$ cat src/hw/rtl/rk_pkg.sv
// Shared types, constants and the microprogram of the Roessler RK4 integrator.
package rk_pkg;

	typedef enum logic [1:0] {ST_IDLE, ST_RUN, ST_DIV, ST_DONE} state_t;

	typedef enum logic [2:0] {UK_KX, UK_MAC, UK_ACC, UK_FIN, UK_END} ukind_t;
	typedef enum logic [2:0] {A_AY, A_AZ, A_KX, A_KY, A_KZ, A_SX, A_SY, A_SZ} asel_t;
	typedef enum logic [1:0] {B_MU, B_AXM, B_DT} bsel_t;
	typedef enum logic [1:0] {R_Q24, R_Q25, R_FIN} rnd_t;
	typedef enum logic [2:0] {D_AX, D_C04, D_X, D_Y, D_Z, D_ZERO} addsel_t;
	typedef enum logic [2:0] {W_KY, W_KZ, W_AX, W_AY, W_AZ, W_X, W_Y, W_Z} dst_t;

	typedef struct packed {
		ukind_t  kind;
		asel_t   asel;
		bsel_t   bsel;
		rnd_t    rnd;
		addsel_t add;
		dst_t    dst;
		logic    dbl;
	} uop_t;

	typedef struct packed {
		logic              ovf;
		logic signed [31:0] val;
	} sat_t;

	typedef struct packed {
		logic [6:0] q;
		logic [2:0] r;
	} dig_t;

	typedef enum logic {REG_MU = 1'b0, REG_DT = 1'b1} reg_t;

	localparam logic [31:0] DT_RESET = 32'd838861;
	localparam logic signed [32:0] C04 = 33'sd6710886;
	localparam logic signed [32:0] C85 = 33'sd142606336;
	// 6 * 2^31: bias that makes the final quotient non-negative
	localparam logic signed [43:0] FIN_BIAS = 44'sd12884901888;
	localparam logic [34:0] FIN_TOP = 35'd25769803775;

	function automatic sat_t sat32(input logic signed [44:0] v);
		sat_t s;
		if (v > 45'sd2147483647) begin
			s.ovf = 1'b1;
			s.val = 32'sh7fffffff;
		end else if (v < -45'sd2147483648) begin
			s.ovf = 1'b1;
			s.val = 32'sh80000000;
		end else begin
			s.ovf = 1'b0;
			s.val = v[31:0];
		end
		return s;
	endfunction

	// t < 768: quotient and remainder by six through a reciprocal
	function automatic dig_t div6(input logic [9:0] t);
		dig_t d;
		logic [19:0] p;
		logic [9:0] back;
		p = 20'(t) * 20'd683;
		d.q = p[18:12];
		back = 10'(t - ({3'b0, d.q} << 2) - ({3'b0, d.q} << 1));
		d.r = back[2:0];
		return d;
	endfunction

	function automatic uop_t u_simple(input ukind_t k, input logic dbl);
		uop_t u;
		u = '{kind: k, asel: A_AY, bsel: B_MU, rnd: R_Q24, add: D_ZERO, dst: W_KY, dbl: dbl};
		return u;
	endfunction

	function automatic uop_t u_mac(input asel_t a, input bsel_t b, input rnd_t r,
			input addsel_t ad, input dst_t d);
		uop_t u;
		u = '{kind: UK_MAC, asel: a, bsel: b, rnd: r, add: ad, dst: d, dbl: 1'b0};
		return u;
	endfunction

	function automatic uop_t u_fin(input asel_t a, input dst_t d);
		uop_t u;
		u = '{kind: UK_FIN, asel: a, bsel: B_DT, rnd: R_FIN, add: D_ZERO, dst: d, dbl: 1'b0};
		return u;
	endfunction

	function automatic uop_t uop_at(input logic [4:0] pc);
		uop_t u;
		unique case (pc) inside
			5'd0, 5'd7, 5'd14, 5'd21: u = u_simple(UK_KX, 1'b0);
			5'd1, 5'd8, 5'd15, 5'd22: u = u_mac(A_AY, B_MU, R_Q24, D_AX, W_KY);
			5'd2, 5'd9, 5'd16, 5'd23: u = u_mac(A_AZ, B_AXM, R_Q24, D_C04, W_KZ);
			5'd3, 5'd24:              u = u_simple(UK_ACC, 1'b0);
			5'd10, 5'd17:             u = u_simple(UK_ACC, 1'b1);
			5'd4, 5'd11:  u = u_mac(A_KX, B_DT, R_Q25, D_X, W_AX);
			5'd5, 5'd12:  u = u_mac(A_KY, B_DT, R_Q25, D_Y, W_AY);
			5'd6, 5'd13:  u = u_mac(A_KZ, B_DT, R_Q25, D_Z, W_AZ);
			5'd18:        u = u_mac(A_KX, B_DT, R_Q24, D_X, W_AX);
			5'd19:        u = u_mac(A_KY, B_DT, R_Q24, D_Y, W_AY);
			5'd20:        u = u_mac(A_KZ, B_DT, R_Q24, D_Z, W_AZ);
			5'd25:        u = u_fin(A_SX, W_X);
			5'd26:        u = u_fin(A_SY, W_Y);
			5'd27:        u = u_fin(A_SZ, W_Z);
			default:      u = u_simple(UK_END, 1'b0);
		endcase
		return u;
	endfunction

endpackage

$ cat src/hw/rtl/rk_div6.sv
// Digit-serial division by six, seven quotient bits a cycle.
module rk_div6 (
	input  logic        clk,
	input  logic        arst_n,
	input  logic        start,
	input  logic [34:0] u,
	output logic        busy,
	output logic        done,
	output logic [31:0] quo
);
	logic [34:0] num_q;
	logic [34:0] quo_q;
	logic [2:0]  rem_q;
	logic [2:0]  cnt_q;
	logic        busy_q;
	logic        done_q;
	rk_pkg::dig_t dig;

	assign dig = rk_pkg::div6({rem_q, num_q[34:28]});

	always_ff @(posedge clk or negedge arst_n) begin
		if (!arst_n) begin
			busy_q <= 1'b0;
			done_q <= 1'b0;
			cnt_q  <= '0;
		end else begin
			done_q <= 1'b0;
			if (start) begin
				busy_q <= 1'b1;
				cnt_q  <= '0;
			end else if (busy_q) begin
				cnt_q <= cnt_q + 3'd1;
				if (cnt_q == 3'd4) begin
					busy_q <= 1'b0;
					done_q <= 1'b1;
				end
			end
		end
	end

	always_ff @(posedge clk) begin
		if (start) begin
			num_q <= u;
			rem_q <= '0;
			quo_q <= '0;
		end else if (busy_q) begin
			num_q <= {num_q[27:0], 7'b0};
			rem_q <= dig.r;
			quo_q <= {quo_q[27:0], dig.q};
		end
	end

	assign busy = busy_q;
	assign done = done_q;
	assign quo  = quo_q[31:0];
endmodule

$ cat config.mk
export PLATFORM = sky130hd
export DESIGN_NAME = rk_div6
export DESIGN_NICKNAME = d
export VERILOG_FILES = /design/src/hw/rtl/rk_pkg.sv /design/src/hw/rtl/rk_div6.sv
export SDC_FILE = /design/constraint.sdc
export NUM_CORES = 1
export LEC_CHECK = 0
export ABC_AREA = 1
export BUFFER_PORTS_ARGS = -buffer_cell sky130_fd_sc_hd__buf_4
export CAP_MARGIN = 20
export CORE_MARGIN = 3
export CORE_UTILIZATION = 40
export CTS_BUF_LIST = sky130_fd_sc_hd__clkbuf_8 sky130_fd_sc_hd__clkbuf_16
export DETAILED_ROUTE_END_ITERATION = 16
export HOLD_SLACK_MARGIN = 0.15
export PLACE_DENSITY = 0.69
export SYNTH_ARGS = -nofsm -noshare
export SYNTH_HDL_FRONTEND = slang
export SYNTH_SLANG_ARGS = --single-unit
$ cat constraint.sdc
create_clock -name clk -period 4.9 [get_ports clk]
set_input_delay 0.49 -clock clk [delete_from_list [all_inputs] [get_ports clk]]
set_output_delay 0.49 -clock clk [all_outputs]
set_load 0.1 [all_outputs]
==> out/qor.csv <==
metric,value,unit
status,"finished, final reports clean",
core_area,11560,um2
grt_pass1_wl,18.05,mm
crit_family,adder cells,
synth_area_leaders,"edfxtp_1 (22%), ha_1 (16%), dfxtp_1 (15%), nand2_1 (12%), fa_1 (8.8%)",
die_height,115.6,um
root_buffer,clkbuf_16,
hold_path_depth,3,
async_flop_share,6.667,%
final_common_cell,nand2_1,
fp.dieW,115.6,um
dp_slack,0.07447,ns
period_share,94.43,%
max_cap_violations,0,
wirelength,10.83,mm
hold_viol,0,
initial_core_util,41.53,%
relSlewSlack,34.80,%
drtPass1Iterations,4,
clk_pin_slew,0.05,ns
via_per_inst,4.874,
multi_input_area,2610,um2
vias,3860,
tightestPinTransition,0.9719,ns
place_inst,764,
yosysUniqueCellTypes,30,
clock_latency,0.33,ns
ctsHtreeMaxLevel,3,
synth_top_cell_by_area,edfxtp_1,
fmax,216.1,MHz
worst_path_largest_cell_delay,0.53,ns
tns,0,ns
cp.depth,25,
netlist_instances,556,
hpwl,8.369,mm
hold_class,in -> reg,
ys.flop_type,edfxtp_1,
clockBufferDepth,2,
grt_start_max_net_pins,44,
layout_common_cells,"nand2_1 (158), inv_1 (105), buf_4 (89), ha_1 (51)",
crit_buf_inv,7,
setup.worst_path.start_class,flip-flop,
syn_area_per_cell,8.639,um2
ys_seq_area_share,39.07,%
clock-sinks,75,
first_global_vias,3846,
die_area,13360,um2
ys_ff_latch,75,
worst_slack,0.2729,ns
crit_required,5.12,ns
netlist_area,4803,um2
fill_cells,1007,
fin_nets,766,
slowest_stage,fa_1,
synth_edf_count,35,
worstPathArrival,4.85,ns
drive_gt1_share,20.80,%
numPortBuffers,71,
regArea,1877,um2
cts_tree,built,
period_needed,4.627,ns
yosys_warnings,0,
crit_type,reg -> reg,
grtUsageTotal,17.20,%
rows,39,
cts_buffers,9,
drt_iter0_drc,226,
diodes,0,
crit_path_max_fanout,4,
post_drt_wl_per_cell,13.68,um
setup_viol,0,
clock_skew,0.003612,ns
cpMostUsedCell,inv_1,
instances_no_fill,792,
io_pins,72,
antenna_found_initial,0,
areaGrowthSynthToFinish,26.13,%
syn_nets,678,
drv_slew,0,
yosysTopAreaCellShare,21.88,%
route.antenna.remaining_nets,0,
drc,0,
endpoint_kind,flip-flop,
gr-total-overflow,0,
place_congestion,0.8665,
r2r_cells,25,
[per-layer routing]
layer	GRT usage [%]	vias to the layer above	share of wire (%)
met2	30.05	87	50
li1	-	1957	-
met4	7.199	0	3.3
met1	21.17	1793	43
met5	0	-	0
met3	2.663	23	3.8
[logic make-up (layout without fill, tap and decap cells)]
kind of cell    Yosys count  in the layout  synth area share, %
simple gates            209            209                18.16
buf+inv                 122            215                9.742
fa+ha+maj                84             84                25.16
flops                    75             75                39.07
compound gates           61             61                6.955
xor+xnor                  5              5               0.9119
[final timing paths]
path / to / start / slack, ns
setup / recovery: rem_q[2]$_SDFFE_PP0P_ / num_q[34]$_DFFE_PP_ / 0.27
hold / removal: num_q[2]$_SDFFCE_PN0P_ / u[2] / 0.41
setup reg to reg: rem_q[2]$_SDFFE_PP0P_ / num_q[34]$_DFFE_PP_ / 0.27
hold reg to reg: quo_q[30]$_SDFFE_PP0P_ / quo_q[30]$_SDFFE_PP0P_ / 0.46
max in group asynchronous: cnt_q[1]$_DFFE_PN0P_ / arst_n / 4.29
min in group asynchronous: cnt_q[2]$_DFFE_PN0P_ / arst_n / 0.50
[per-stage QoR]
stage | instance area [um2] | hold WS (ns) | util, %
finish | 6058 | 0.4105 | 52.39
global placement | 5509 | 0.2939 | 47.64
CTS | 5824 | 0.4045 | 50.36
global route | 6058 | 0.4240 | 52.39
floorplan | 4803 | 0.1944 | -
detailed placement | 5509 | 0.2967 | 47.64
[worst register-to-register path: cells and delay by family (launching register included)]
family | cells | cell delay (ns)
flip-flops | 1 | 0.40
adder cells (fa/ha/maj) | 7 | 2.47
XOR/XNOR | 1 | 0.15
AND/OR/NAND/NOR | 10 | 1.00
buffers and inverters | 7 | 0.49
[layout make-up]
type | count | share of cell area (%)
Inverter | 109 | 6.753
Tap cell | 143 | 2.953
Clock inverter | 5 | 0.8674
Timing Repair Buffer | 90 | 11.19
Sequential cell | 75 | 30.98
Multi-Input combinational cell | 359 | 43.08
Clock buffer | 11 | 4.172
[timing repair]
| item | 4_1_cts | 5_1_grt |
|---|---|---|
| buffers inserted | 0 | 11 |
| hold buffers | 1 | 0 |
| resized for setup | 0 | 14 |
| endpoints found under the setup margin | 0 | 1 |
| endpoints found under the hold margin | 5 | 0 |
[registers in the layout, summed over array words and instances, names as in the netlist]
register,flops
done,1
cnt_q,3
rem_q,3
busy,1
num_q,35
quo_q,32
[cells in the mapped netlist (all sizes together) (2+ instances only)]
library cell / n
a21oi: 19
nor2: 21
xor2: 2
nand3: 15
dfxtp: 35
nand4: 6
fa: 21
ha: 63
clkbuf: 4
o21ai: 23
dfrtp: 5
nor3: 3
xnor2: 3
o22ai: 17
nand2: 163
buf: 9
edfxtp: 35
inv: 108
Power is not shown: default switching activity piles up to over one toggle a cycle in this logic, so the estimate is an artifact.
