**src/hw/rtl/rk_pkg.sv**
```systemverilog
// Shared types, constants and the microprogram of the Roessler RK4 integrator.
package rk_pkg;

	typedef enum logic [1:0] {ST_IDLE, ST_RUN, ST_DIV, ST_DONE} state_t;

	typedef enum logic [2:0] {UK_KX, UK_MAC, UK_ACC, UK_FIN, UK_END} ukind_t;
	typedef enum logic [2:0] {A_AY, A_AZ, A_KX, A_KY, A_KZ, A_SX, A_SY, A_SZ} asel_t;
	typedef enum logic [1:0] {B_MU, B_AXM, B_DT} bsel_t;
	typedef enum logic [1:0] {R_Q24, R_Q25, R_FIN} rnd_t;
	typedef enum logic [2:0] {D_AX, D_C04, D_X, D_Y, D_Z, D_ZERO} addsel_t;
	typedef enum logic [2:0] {W_KY, W_KZ, W_AX, W_AY, W_AZ, W_X, W_Y, W_Z} dst_t;

	typedef struct packed {
		ukind_t  kind;
		asel_t   asel;
		bsel_t   bsel;
		rnd_t    rnd;
		addsel_t add;
		dst_t    dst;
		logic    dbl;
	} uop_t;

	typedef struct packed {
		logic              ovf;
		logic signed [31:0] val;
	} sat_t;

	typedef struct packed {
		logic [6:0] q;
		logic [2:0] r;
	} dig_t;

	typedef enum logic {REG_MU = 1'b0, REG_DT = 1'b1} reg_t;

	localparam logic [31:0] DT_RESET = 32'd838861;
	localparam logic signed [32:0] C04 = 33'sd6710886;
	localparam logic signed [32:0] C85 = 33'sd142606336;
	// 6 * 2^31: bias that makes the final quotient non-negative
	localparam logic signed [43:0] FIN_BIAS = 44'sd12884901888;
	localparam logic [34:0] FIN_TOP = 35'd25769803775;

	function automatic sat_t sat32(input logic signed [44:0] v);
		sat_t s;
		if (v > 45'sd2147483647) begin
			s.ovf = 1'b1;
			s.val = 32'sh7fffffff;
		end else if (v < -45'sd2147483648) begin
			s.ovf = 1'b1;
			s.val = 32'sh80000000;
		end else begin
			s.ovf = 1'b0;
			s.val = v[31:0];
		end
		return s;
	endfunction

	// t < 768: quotient and remainder by six through a reciprocal
	function automatic dig_t div6(input logic [9:0] t);
		dig_t d;
		logic [19:0] p;
		logic [9:0] back;
		p = 20'(t) * 20'd683;
		d.q = p[18:12];
		back = 10'(t - ({3'b0, d.q} << 2) - ({3'b0, d.q} << 1));
		d.r = back[2:0];
		return d;
	endfunction

	function automatic uop_t u_simple(input ukind_t k, input logic dbl);
		uop_t u;
		u = '{kind: k, asel: A_AY, bsel: B_MU, rnd: R_Q24, add: D_ZERO, dst: W_KY, dbl: dbl};
		return u;
	endfunction

	function automatic uop_t u_mac(input asel_t a, input bsel_t b, input rnd_t r,
			input addsel_t ad, input dst_t d);
		uop_t u;
		u = '{kind: UK_MAC, asel: a, bsel: b, rnd: r, add: ad, dst: d, dbl: 1'b0};
		return u;
	endfunction

	function automatic uop_t u_fin(input asel_t a, input dst_t d);
		uop_t u;
		u = '{kind: UK_FIN, asel: a, bsel: B_DT, rnd: R_FIN, add: D_ZERO, dst: d, dbl: 1'b0};
		return u;
	endfunction

	function automatic uop_t uop_at(input logic [4:0] pc);
		uop_t u;
		unique case (pc) inside
			5'd0, 5'd7, 5'd14, 5'd21: u = u_simple(UK_KX, 1'b0);
			5'd1, 5'd8, 5'd15, 5'd22: u = u_mac(A_AY, B_MU, R_Q24, D_AX, W_KY);
			5'd2, 5'd9, 5'd16, 5'd23: u = u_mac(A_AZ, B_AXM, R_Q24, D_C04, W_KZ);
			5'd3, 5'd24:              u = u_simple(UK_ACC, 1'b0);
			5'd10, 5'd17:             u = u_simple(UK_ACC, 1'b1);
			5'd4, 5'd11:  u = u_mac(A_KX, B_DT, R_Q25, D_X, W_AX);
			5'd5, 5'd12:  u = u_mac(A_KY, B_DT, R_Q25, D_Y, W_AY);
			5'd6, 5'd13:  u = u_mac(A_KZ, B_DT, R_Q25, D_Z, W_AZ);
			5'd18:        u = u_mac(A_KX, B_DT, R_Q24, D_X, W_AX);
			5'd19:        u = u_mac(A_KY, B_DT, R_Q24, D_Y, W_AY);
			5'd20:        u = u_mac(A_KZ, B_DT, R_Q24, D_Z, W_AZ);
			5'd25:        u = u_fin(A_SX, W_X);
			5'd26:        u = u_fin(A_SY, W_Y);
			5'd27:        u = u_fin(A_SZ, W_Z);
			default:      u = u_simple(UK_END, 1'b0);
		endcase
		return u;
	endfunction

endpackage

```
**src/hw/rtl/rk_mac.sv**
```systemverilog
// Shared multiplier with rounding shift, addend and saturation.
module rk_mac (
	input  logic               clk,
	input  logic signed [34:0] a,
	input  logic signed [32:0] b,
	input  rk_pkg::rnd_t       rnd,
	input  logic signed [32:0] addend,
	output rk_pkg::sat_t       res,
	output logic [34:0]        fin_u,
	output logic               fin_ovf
);
	logic signed [67:0] prod_d;
	logic signed [67:0] prod_q;
	logic signed [67:0] rc;
	logic signed [67:0] biased;
	logic signed [67:0] shifted;
	logic signed [43:0] q;
	logic signed [44:0] sum;

	assign prod_d = a * b;

	always_ff @(posedge clk) begin
		prod_q <= prod_d;
	end

	always_comb begin
		case (rnd)
			rk_pkg::R_Q25: rc = 68'sd16777216;
			rk_pkg::R_FIN: rc = 68'sd50331648;
			default:       rc = 68'sd8388608;
		endcase
		biased  = prod_q + rc;
		shifted = (rnd == rk_pkg::R_Q25) ? (biased >>> 25) : (biased >>> 24);
		q       = shifted[43:0];
		sum     = {q[43], q} + {{12{addend[32]}}, addend};
		res     = rk_pkg::sat32(sum);
		// final increment: clamp so that the quotient by six saturates
		if (q >= rk_pkg::FIN_BIAS) begin
			fin_u   = rk_pkg::FIN_TOP;
			fin_ovf = 1'b1;
		end else if (q < -rk_pkg::FIN_BIAS) begin
			fin_u   = '0;
			fin_ovf = 1'b1;
		end else begin
			fin_u   = 35'(q + rk_pkg::FIN_BIAS);
			fin_ovf = 1'b0;
		end
	end
endmodule

```
**config.mk**
```make
export PLATFORM = sky130hd
export DESIGN_NAME = rk_mac
export DESIGN_NICKNAME = d
export VERILOG_FILES = /design/src/hw/rtl/rk_pkg.sv /design/src/hw/rtl/rk_mac.sv
export SDC_FILE = /design/constraint.sdc
export NUM_CORES = 2
export LEC_CHECK = 0
export BUFFER_PORTS_ARGS = -buffer_cell sky130_fd_sc_hd__buf_4
export CAP_MARGIN = 5
export CORE_ASPECT_RATIO = 1.75
export CORE_MARGIN = 4
export CORE_UTILIZATION = 53
export DETAILED_ROUTE_END_ITERATION = 12
export HOLD_SLACK_MARGIN = 0.05
export PLACE_DENSITY_LB_ADDON = 0.3
export SETUP_SLACK_MARGIN = 0.02
export SYNTH_ARGS = -nofsm -noshare
export SYNTH_HDL_FRONTEND = slang
export SYNTH_SLANG_ARGS = --single-unit
```
**constraint.sdc**
```tcl
create_clock -name clk -period 14.7 [get_ports clk]
set_input_delay 0.735 -clock clk [delete_from_list [all_inputs] [get_ports clk]]
set_output_delay 0.735 -clock clk [all_outputs]
set_load 0.1 [all_outputs]
```
==> results_dict.tcl <==
set metrics [dict create \
    synth_warnings 0 \
    dr.first_iter.drc_count 2490 \
    grt_pass1_vias 41900 \
    hold_start "b[0]" \
    cts_hold_buf 0 \
    nets 6767 \
    die_area_um2 93600 \
    slew_headroom_pct 20.3 \
    hold_end "prod_q[24]$_DFF_P_" \
    slew_viol_final 0 \
    stdcell_area_um2 48800 \
    die_x_um 233 \
    hold_slack_ps 1810 \
    crit_arrival_ps 9190 \
    largest_reg_flops 45 \
    totalWireLength_mm 145 \
    path_class "in -> reg" \
    dr.pass1.iters 6 \
    yosys_register_bits 45 \
    fp.dieH_um 402 \
    status "finished clean" \
    cap_violations 0 \
    clk_pin_slew_ps 60 \
    coreArea_um2 87900 \
    min_path_type "in -> reg" \
    finalCriticalPeriod_ps 9030 \
    setup-tns-final_ps 0 \
    grt_max_degree 109 \
    cts_inserted_buffers 5 \
    cts_resized 0 \
    antenna_left 0 \
    synthFlopType "dfxtp_1" \
    regMostFlops "prod_q" \
    htree_levels 2 \
    io_pins 173 \
    critPathRequiredTime_ps 14850 \
    synth.distinct_cells 88 \
    synth-async-reset-ratio_pct 0 \
    synth_cells 5292 \
    mostFrequentLayoutCell "fa_1" \
    syn-num-nets 6870 \
    avgSynthCellArea_um2 8.87 \
    antenna_found_initial 10 \
    fillers 8213 \
    layout-area-overhead-vs-synth_pct 4.00 \
    final_layout_size_suffix_gt1_share_pct 4.55 \
    hold_depth 8 \
    dp_hpwl_mm 114 \
    grt_usage_pct 32.1 \
    syn-cell-area_um2 46900 \
    drc_errors 0 \
    critPathLaunchType "primary input" \
    synth_enable_flop_cells 0 \
    num_rows 144 \
    dr_total_vias 37000 \
    grt_pass1_wl_mm 230 \
    yosysSeqAreaShare_pct 1.92 \
    clockBufferDepth 2 \
    cts_tree "yes" \
    dpl-instance-area_um2 48600 \
    cp_max_fo 34 \
    worst_setup_path_end_kind "flip-flop" \
    wl_per_cell_um 22.8 \
    via_per_inst 5.82 \
    cts_root_buf "clkbuf_16" \
    cts_setup_buffers 0 \
    hold_viol 0 \
    worst_pin_slew_ps 1190 \
    gp_congestion 0.967 \
    start_util_pct 53.4 \
    finalCritPeriodShare_pct 61.5 \
    max_freq_ghz 0.111 \
    final_cell_mix "1208 x fa_1, 1198 x inv_1, 665 x nand2_1" \
    reg_top3 "prod_q x45" \
    post-route-util_pct 55.5 \
    grt_overflow 0 \
    rsz0062_at_grt "no" \
    cts.sinks 45 \
    io_buffers 172 \
    setup_viol 0 \
]
==> metrics by stage <==
stage / worst slack, ps / cells
after global placement: 5450 / 6350
after detailed placement: 5370 / 6350
after global routing: 5080 / 6360
final: 5670 / 6363
after CTS: 5630 / 6358
after floorplan: 6280 / 5292
==> Yosys cell counts, types with 16 or more instances <==
cell type | instances | area [µm²]
ha_1 | 266 | 3330
nand2_1 | 665 | 2500
xnor2_1 | 59 | 517
nor2_1 | 145 | 544
a31oi_1 | 31 | 194
o21ai_0 | 81 | 405
clkbuf_1 | 269 | 1010
nand4_1 | 37 | 231
fa_1 | 1208 | 24200
nand3_1 | 44 | 220
inv_1 | 1198 | 4500
nand2b_1 | 17 | 106
xor2_1 | 47 | 412
o21bai_1 | 19 | 143
dfxtp_1 | 45 | 901
nor3_1 | 33 | 165
o22ai_1 | 36 | 225
a21o_1 | 51 | 383
o21a_1 | 17 | 128
a22o_1 | 16 | 140
and2_1 | 597 | 3730
a21oi_1 | 128 | 641
and3_1 | 30 | 188
==> cell families (layout without fill, tap and decap cells) <==
| family | count (synthesis) | after routing | synth area share, % |
|---|---|---|---|
| simple gates | 1641 | 1641 | 17.6 |
| fa+ha+maj | 1474 | 1474 | 58.6 |
| mux | 15 | 15 | 0.355 |
| compound gates | 523 | 523 | 7.48 |
| other cells | 0 | 5 | 0 |
| flops | 45 | 45 | 1.92 |
| xor+xnor | 106 | 106 | 1.98 |
| buf+inv | 1488 | 1386 | 12.0 |
==> layer usage <==
| metal | vias up | wire (µm) | track usage [%] | part of all wire, % |
|---|---|---|---|---|
| li1 | 15600 | - | - | - |
| met1 | 18900 | 45800 | 33.2 | 31 |
| met2 | 1773 | 75200 | 57.7 | 52 |
| met3 | 712 | 9020 | 3.83 | 6.2 |
| met4 | 0 | 15300 | 25.8 | 11 |
| met5 | - | 0 | 0 | 0 |
==> worst max-delay path: stages <==
cell and delay (ps):
buf_4 340, nand2_1 160, inv_1 150, fa_1 490
fa_1 570, fa_1 1050, inv_1 200, fa_1 600
inv_1 610, fa_1 570, fa_1 510, fa_1 490
inv_1 50, fa_1 470, inv_1 40, ha_1 370
a21oi_1 220, o21bai_1 90, a21oi_1 230, nor3_1 80
o21ai_0 180, and3b_1 220, nor2_1 50, a211oi_1 320
o21a_1 210, o311ai_0 110
==> worst max path at each step <==
stage	slack, ps	endpoint	from
finish	5670	prod_q[66]$_DFF_P_	b[0]
global route	5080	prod_q[64]$_DFF_P_	a[34]
detailed placement	5370	prod_q[64]$_DFF_P_	b[0]
floorplan	6280	prod_q[64]$_DFF_P_	a[34]
CTS	5630	prod_q[64]$_DFF_P_	b[0]
global placement	5450	prod_q[64]$_DFF_P_	b[0]
==> layout make-up <==
type,instances,area (µm²),area share [%]
flip-flops and latches,45,901,1.85
repair buffers,180,1350,2.77
clock buffers,6,139,0.285
clock inverters,2,37.5,0.0769
inverters,1198,4500,9.21
multi-input cells,3759,40400,82.8
well taps,1168,1460,2.99
diodes,5,12.5,0.0256
Power is not shown: default switching activity piles up to over one toggle a cycle in this logic, so the estimate is an artifact.
