### src/hw/rtl/rk_pkg.sv
// Shared types, constants and the microprogram of the Roessler RK4 integrator.
package rk_pkg;

	typedef enum logic [1:0] {ST_IDLE, ST_RUN, ST_DIV, ST_DONE} state_t;

	typedef enum logic [2:0] {UK_KX, UK_MAC, UK_ACC, UK_FIN, UK_END} ukind_t;
	typedef enum logic [2:0] {A_AY, A_AZ, A_KX, A_KY, A_KZ, A_SX, A_SY, A_SZ} asel_t;
	typedef enum logic [1:0] {B_MU, B_AXM, B_DT} bsel_t;
	typedef enum logic [1:0] {R_Q24, R_Q25, R_FIN} rnd_t;
	typedef enum logic [2:0] {D_AX, D_C04, D_X, D_Y, D_Z, D_ZERO} addsel_t;
	typedef enum logic [2:0] {W_KY, W_KZ, W_AX, W_AY, W_AZ, W_X, W_Y, W_Z} dst_t;

	typedef struct packed {
		ukind_t  kind;
		asel_t   asel;
		bsel_t   bsel;
		rnd_t    rnd;
		addsel_t add;
		dst_t    dst;
		logic    dbl;
	} uop_t;

	typedef struct packed {
		logic              ovf;
		logic signed [31:0] val;
	} sat_t;

	typedef struct packed {
		logic [6:0] q;
		logic [2:0] r;
	} dig_t;

	typedef enum logic {REG_MU = 1'b0, REG_DT = 1'b1} reg_t;

	localparam logic [31:0] DT_RESET = 32'd838861;
	localparam logic signed [32:0] C04 = 33'sd6710886;
	localparam logic signed [32:0] C85 = 33'sd142606336;
	// 6 * 2^31: bias that makes the final quotient non-negative
	localparam logic signed [43:0] FIN_BIAS = 44'sd12884901888;
	localparam logic [34:0] FIN_TOP = 35'd25769803775;

	function automatic sat_t sat32(input logic signed [44:0] v);
		sat_t s;
		if (v > 45'sd2147483647) begin
			s.ovf = 1'b1;
			s.val = 32'sh7fffffff;
		end else if (v < -45'sd2147483648) begin
			s.ovf = 1'b1;
			s.val = 32'sh80000000;
		end else begin
			s.ovf = 1'b0;
			s.val = v[31:0];
		end
		return s;
	endfunction

	// t < 768: quotient and remainder by six through a reciprocal
	function automatic dig_t div6(input logic [9:0] t);
		dig_t d;
		logic [19:0] p;
		logic [9:0] back;
		p = 20'(t) * 20'd683;
		d.q = p[18:12];
		back = 10'(t - ({3'b0, d.q} << 2) - ({3'b0, d.q} << 1));
		d.r = back[2:0];
		return d;
	endfunction

	function automatic uop_t u_simple(input ukind_t k, input logic dbl);
		uop_t u;
		u = '{kind: k, asel: A_AY, bsel: B_MU, rnd: R_Q24, add: D_ZERO, dst: W_KY, dbl: dbl};
		return u;
	endfunction

	function automatic uop_t u_mac(input asel_t a, input bsel_t b, input rnd_t r,
			input addsel_t ad, input dst_t d);
		uop_t u;
		u = '{kind: UK_MAC, asel: a, bsel: b, rnd: r, add: ad, dst: d, dbl: 1'b0};
		return u;
	endfunction

	function automatic uop_t u_fin(input asel_t a, input dst_t d);
		uop_t u;
		u = '{kind: UK_FIN, asel: a, bsel: B_DT, rnd: R_FIN, add: D_ZERO, dst: d, dbl: 1'b0};
		return u;
	endfunction

	function automatic uop_t uop_at(input logic [4:0] pc);
		uop_t u;
		unique case (pc) inside
			5'd0, 5'd7, 5'd14, 5'd21: u = u_simple(UK_KX, 1'b0);
			5'd1, 5'd8, 5'd15, 5'd22: u = u_mac(A_AY, B_MU, R_Q24, D_AX, W_KY);
			5'd2, 5'd9, 5'd16, 5'd23: u = u_mac(A_AZ, B_AXM, R_Q24, D_C04, W_KZ);
			5'd3, 5'd24:              u = u_simple(UK_ACC, 1'b0);
			5'd10, 5'd17:             u = u_simple(UK_ACC, 1'b1);
			5'd4, 5'd11:  u = u_mac(A_KX, B_DT, R_Q25, D_X, W_AX);
			5'd5, 5'd12:  u = u_mac(A_KY, B_DT, R_Q25, D_Y, W_AY);
			5'd6, 5'd13:  u = u_mac(A_KZ, B_DT, R_Q25, D_Z, W_AZ);
			5'd18:        u = u_mac(A_KX, B_DT, R_Q24, D_X, W_AX);
			5'd19:        u = u_mac(A_KY, B_DT, R_Q24, D_Y, W_AY);
			5'd20:        u = u_mac(A_KZ, B_DT, R_Q24, D_Z, W_AZ);
			5'd25:        u = u_fin(A_SX, W_X);
			5'd26:        u = u_fin(A_SY, W_Y);
			5'd27:        u = u_fin(A_SZ, W_Z);
			default:      u = u_simple(UK_END, 1'b0);
		endcase
		return u;
	endfunction

endpackage

### src/hw/rtl/rk_regs.sv
// APB configuration registers: coupling mu and time step.
module rk_regs (
	input  logic               clk,
	input  logic               arst_n,
	input  logic               psel,
	input  logic               penable,
	input  logic               pwrite,
	input  logic [2:0]         paddr,
	input  logic [31:0]        pwdata,
	output logic [31:0]        prdata,
	output logic               pready,
	output logic signed [31:0] mu,
	output logic [24:0]        dt
);
	logic signed [31:0] mu_q;
	logic [24:0]        dt_q;

	always_ff @(posedge clk or negedge arst_n) begin
		if (!arst_n) begin
			mu_q <= '0;
			dt_q <= rk_pkg::DT_RESET[24:0];
		end else if (psel && penable && pwrite) begin
			unique case (rk_pkg::reg_t'(paddr[2]))
				rk_pkg::REG_MU: mu_q <= pwdata;
				rk_pkg::REG_DT: dt_q <= pwdata[24:0];
				default: ;
			endcase
		end
	end

	always_comb begin
		unique case (rk_pkg::reg_t'(paddr[2]))
			rk_pkg::REG_MU: prdata = mu_q;
			rk_pkg::REG_DT: prdata = {7'b0, dt_q};
			default:        prdata = '0;
		endcase
	end

	assign pready = 1'b1;
	assign mu     = mu_q;
	assign dt     = dt_q;
endmodule

### config.mk
export PLATFORM = sky130hd
export DESIGN_NAME = rk_regs
export DESIGN_NICKNAME = d
export VERILOG_FILES = /design/src/hw/rtl/rk_pkg.sv /design/src/hw/rtl/rk_regs.sv
export SDC_FILE = /design/constraint.sdc
export NUM_CORES = 1
export LEC_CHECK = 0
export ABC_AREA = 1
export BUFFER_PORTS_ARGS = -buffer_cell sky130_fd_sc_hd__clkbuf_2
export CAP_MARGIN = 30
export CORE_MARGIN = 2
export CORE_UTILIZATION = 41
export DETAILED_ROUTE_END_ITERATION = 12
export PLACE_DENSITY_LB_ADDON = 0.05
export SLEW_MARGIN = 5
export SYNTH_ARGS = -nofsm -noshare
export SYNTH_HDL_FRONTEND = slang
export SYNTH_SLANG_ARGS = --single-unit
### constraint.sdc
create_clock -name clk -period 0.9 [get_ports clk]
set_clock_uncertainty 0.1 [all_clocks]
set_input_delay 0.18 -clock clk [delete_from_list [all_inputs] [get_ports clk]]
set_output_delay 0.18 -clock clk [all_outputs]
set_load 0.01 [all_outputs]
==> summary.md <==
| Metric | Value |
|---|---|
| Grt ovf | 0 |
| Crit Path Category | flip-flop to output port |
| Cells after DPL | 564 |
| IO Pins | 130 |
| Register area | 0.001440 mm² |
| Worst-case clock buffer depth | 2 |
| Crit-path max FO | 3 |
| Worst ir drop on vdd | 1.164 mV |
| Post-layout util | 78.07% |
| Max Fclk | 709.7 MHz |
| Port bufs | 126 |
| Iteration-0 DRC Markers | 136 |
| Final Slew Violations | 0 |
| Clock transition at path regs | 70 ps |
| Die area | 0.007106 mm² |
| Post-synthesis mux area share | 0% |
| DRT Wirelength | 8996 µm |
| Fin crit share | 156.6% |
| Core area | 0.006277 mm² |
| Initial Util | 42.12% |
| Antenna violations before repair | 0 |
| Vias in the first global route | 2903 |
| Status | complete, but fails checks |
| Post-Synth Adder-Cell Area | 0% |
| N_diodes | 0 |
| DR DRC count | 0 |
| Cell taking the most area after synthesis | dfrtp_1 |
| Clk Latency, worst-skew pair | 330 ps |
| Seq/Total Area, Yosys | 54.47% |
| Final setup viols | 112 |
| CP Data Arrival Time | 1130 ps |
| Synth top area cells | dfrtp_1 (44%), nand2_1 (27%), dfstp_2 (11%), nand3_1 (11%), buf_2 (2.5%) |
| CTS tree | yes |
| Fin nets | 599 |
| Placer Congestion | 0.7999 |
| Max Cap Violations | 0 |
| Via/cell ratio | 4.719 |
| Violated checks | setup timing |
| Post-Synth XOR/XNOR Area | 0% |
| Unique masters post-synth | 11 |
| WL/cell | 14.03 µm |
| Multi-input logic area | 0.001220 mm² |
| CTS Sinks | 57 |
| Pwr Density | 1893 mW/mm² |
| CTS Root Cell | clkbuf_8 |
| Synthesized Nets | 388 |
| GRT Util Overall | 23.73% |
| WP data required | 620 ps |
| Post-Synthesis Mean Instance Area | 7.597 µm² |
| Cells after synthesis | 348 |
| Via count | 3025 |
| Die Wd | 84.30 µm |
| Detail Placement HPWL | 5351 µm |
| Worst Setup Slack, final | -509.0 ps |
| Share of layout cells above drive strength 1 | 49.47% |
| Rows | 29 |
| Worst hold path type | input port to flip-flop |
| CTS H-Tree Depth | 3 |
| Unrepaired setup endpoints after global routing | true |
| Pre-antenna DRT Iters | 4 |
| Simple-Gate Fraction of Synth Area | 39.38% |
| Largest family of logic cells by synthesized area | simple AND/OR/NAND/NOR gates |
| Place WS | -293.9 ps |
| First-pass GRT wire length | 13510 µm |
| Final hold vios | 0 |
| Chip height | 84.30 µm |
| Yosys top cell area share | 43.54% |
| Largest net degree at the start of global routing | 32 |
| Fin cells | 641 |
| Leak | 0.002686 µW |
| Mapped Area | 0.002644 mm² |
| Total CTS buffers | 9 |
| #FFs+latches synth | 57 |
| Crit end category | output port |
| Number of fill cells | 493 |
| Routed Antenna Nets | 0 |
| Post-synthesis compound-gate area fraction | 0% |
| Area grow syn2layout | 85.38% |
| YS warnings | 0 |
| Startpoint types | flip-flop |
| Tmin final | 1409 ps |
[synthesized netlist by cell type]
library cell and count:
buf_2 13, buf_4 5, clkbuf_1 6, conb_1 1, dfrtp_1 46, dfstp_2 11
inv_1 9, nand2_1 190, nand3_1 57, nand4_1 2, nor2_1 8
[critical path: stages, from the launching register on]
cell and delay (ps):
dfstp_2 560, nand2_2 70, nand2_2 70, buf_6 100
[path summary, 6_finish.rpt]
| path | start | depth (start not counted) | slack, ps | endpoint |
|---|---|---|---|---|
| max in group asynchronous | arst_n | 3 | 160 | dt[7]$_DFFE_PN1P_ |
| hold / removal | pwdata[16] | 3 | 10 | mu[16]$_DFFE_PN0P_ |
| hold reg to reg | dt[7]$_DFFE_PN1P_ | 2 | 370 | dt[7]$_DFFE_PN1P_ |
| setup reg to reg | mu[6]$_DFFE_PN0P_ | 5 | -130 | mu[6]$_DFFE_PN0P_ |
| min in group asynchronous | arst_n | 3 | 290 | mu[21]$_DFFE_PN0P_ |
| setup / recovery | dt[3]$_DFFE_PN1P_ | 3 | -510 | prdata[3] |
[cell families after synthesis]
kind of cell           after synthesis
buffers and inverters               33
flip-flops                          57
other                                1
AND/OR/NAND/NOR                    257
[through the flow]
step	hold slack (ps)	TNS, ps	cell area (µm²)	power, µW
finish	13.47	-31520	4901	9275
global route	11.49	-36010	4901	9802
detailed placement	92.10	-23440	3736	5991
global placement	95.92	-22750	3736	5951
CTS	5.675	-29910	4420	8523
floorplan	-215.6	-944.9	2829	4722
[layout by cell type, fill, tap and decap left out]
cell | netlist | routed
nand2_2 | 0 | 44
nand2_1 | 190 | 146
buf_4 | 5 | 34
dfrtp_1 | 46 | 46
clkbuf_1 | 6 | 2
clkbuf_8 | 0 | 11
nor2_4 | 0 | 6
inv_1 | 9 | 2
buf_12 | 0 | 7
nand3_1 | 57 | 54
clkbuf_2 | 0 | 77
dfstp_2 | 11 | 11
buf_6 | 0 | 66
inv_2 | 0 | 6
conb_1 | 1 | 1
nand4_1 | 2 | 2
nor2_2 | 0 | 2
clkinv_2 | 0 | 3
buf_8 | 0 | 1
dlygate4sd3_1 | 0 | 32
inv_4 | 0 | 1
nand3_2 | 0 | 3
clkbuf_16 | 0 | 2
buf_2 | 13 | 5
[where the power goes]
part / total, µW / leakage, µW / switching (µW) / internal, µW
sequential: 3570 / 0.000694 / 449 / 3120
combinational: 3580 / 0.00190 / 1600 / 1980
clock: 2130 / 0.0000932 / 992 / 1140
[final cells by class]
cell class,count,share of cell area (%)
clock buffer,13,3.242
clock inverter,3,0.3064
inverter,9,0.7404
multi-input combinational,258,24.89
sequential,57,29.38
tap,77,1.966
timing repair buffer,224,39.47
[metal layers]
metal	up-vias	share of wire (%)	global-route usage, %
li1	1504	-	-
met1	1405	42	30.00
met2	100	52	40.26
met3	16	4.6	4.818
met4	0	1.7	8.798
met5	-	0	0
[state kept, by name, summed over array words and instances (netlist names)]
signal,count
dt,25
mu,32
[what timing repair did]
item | 4_1_cts | 5_1_grt
gates cloned | 0 | 2
hold buffers | 32 | 0
endpoints found under the hold margin | 106 | 0
setup endpoints to repair | 89 | 115
pin swaps | 18 | 19
buffers inserted | 15 | 16
gates resized for setup | 27 | 117
(Power assumes the default switching activity.)
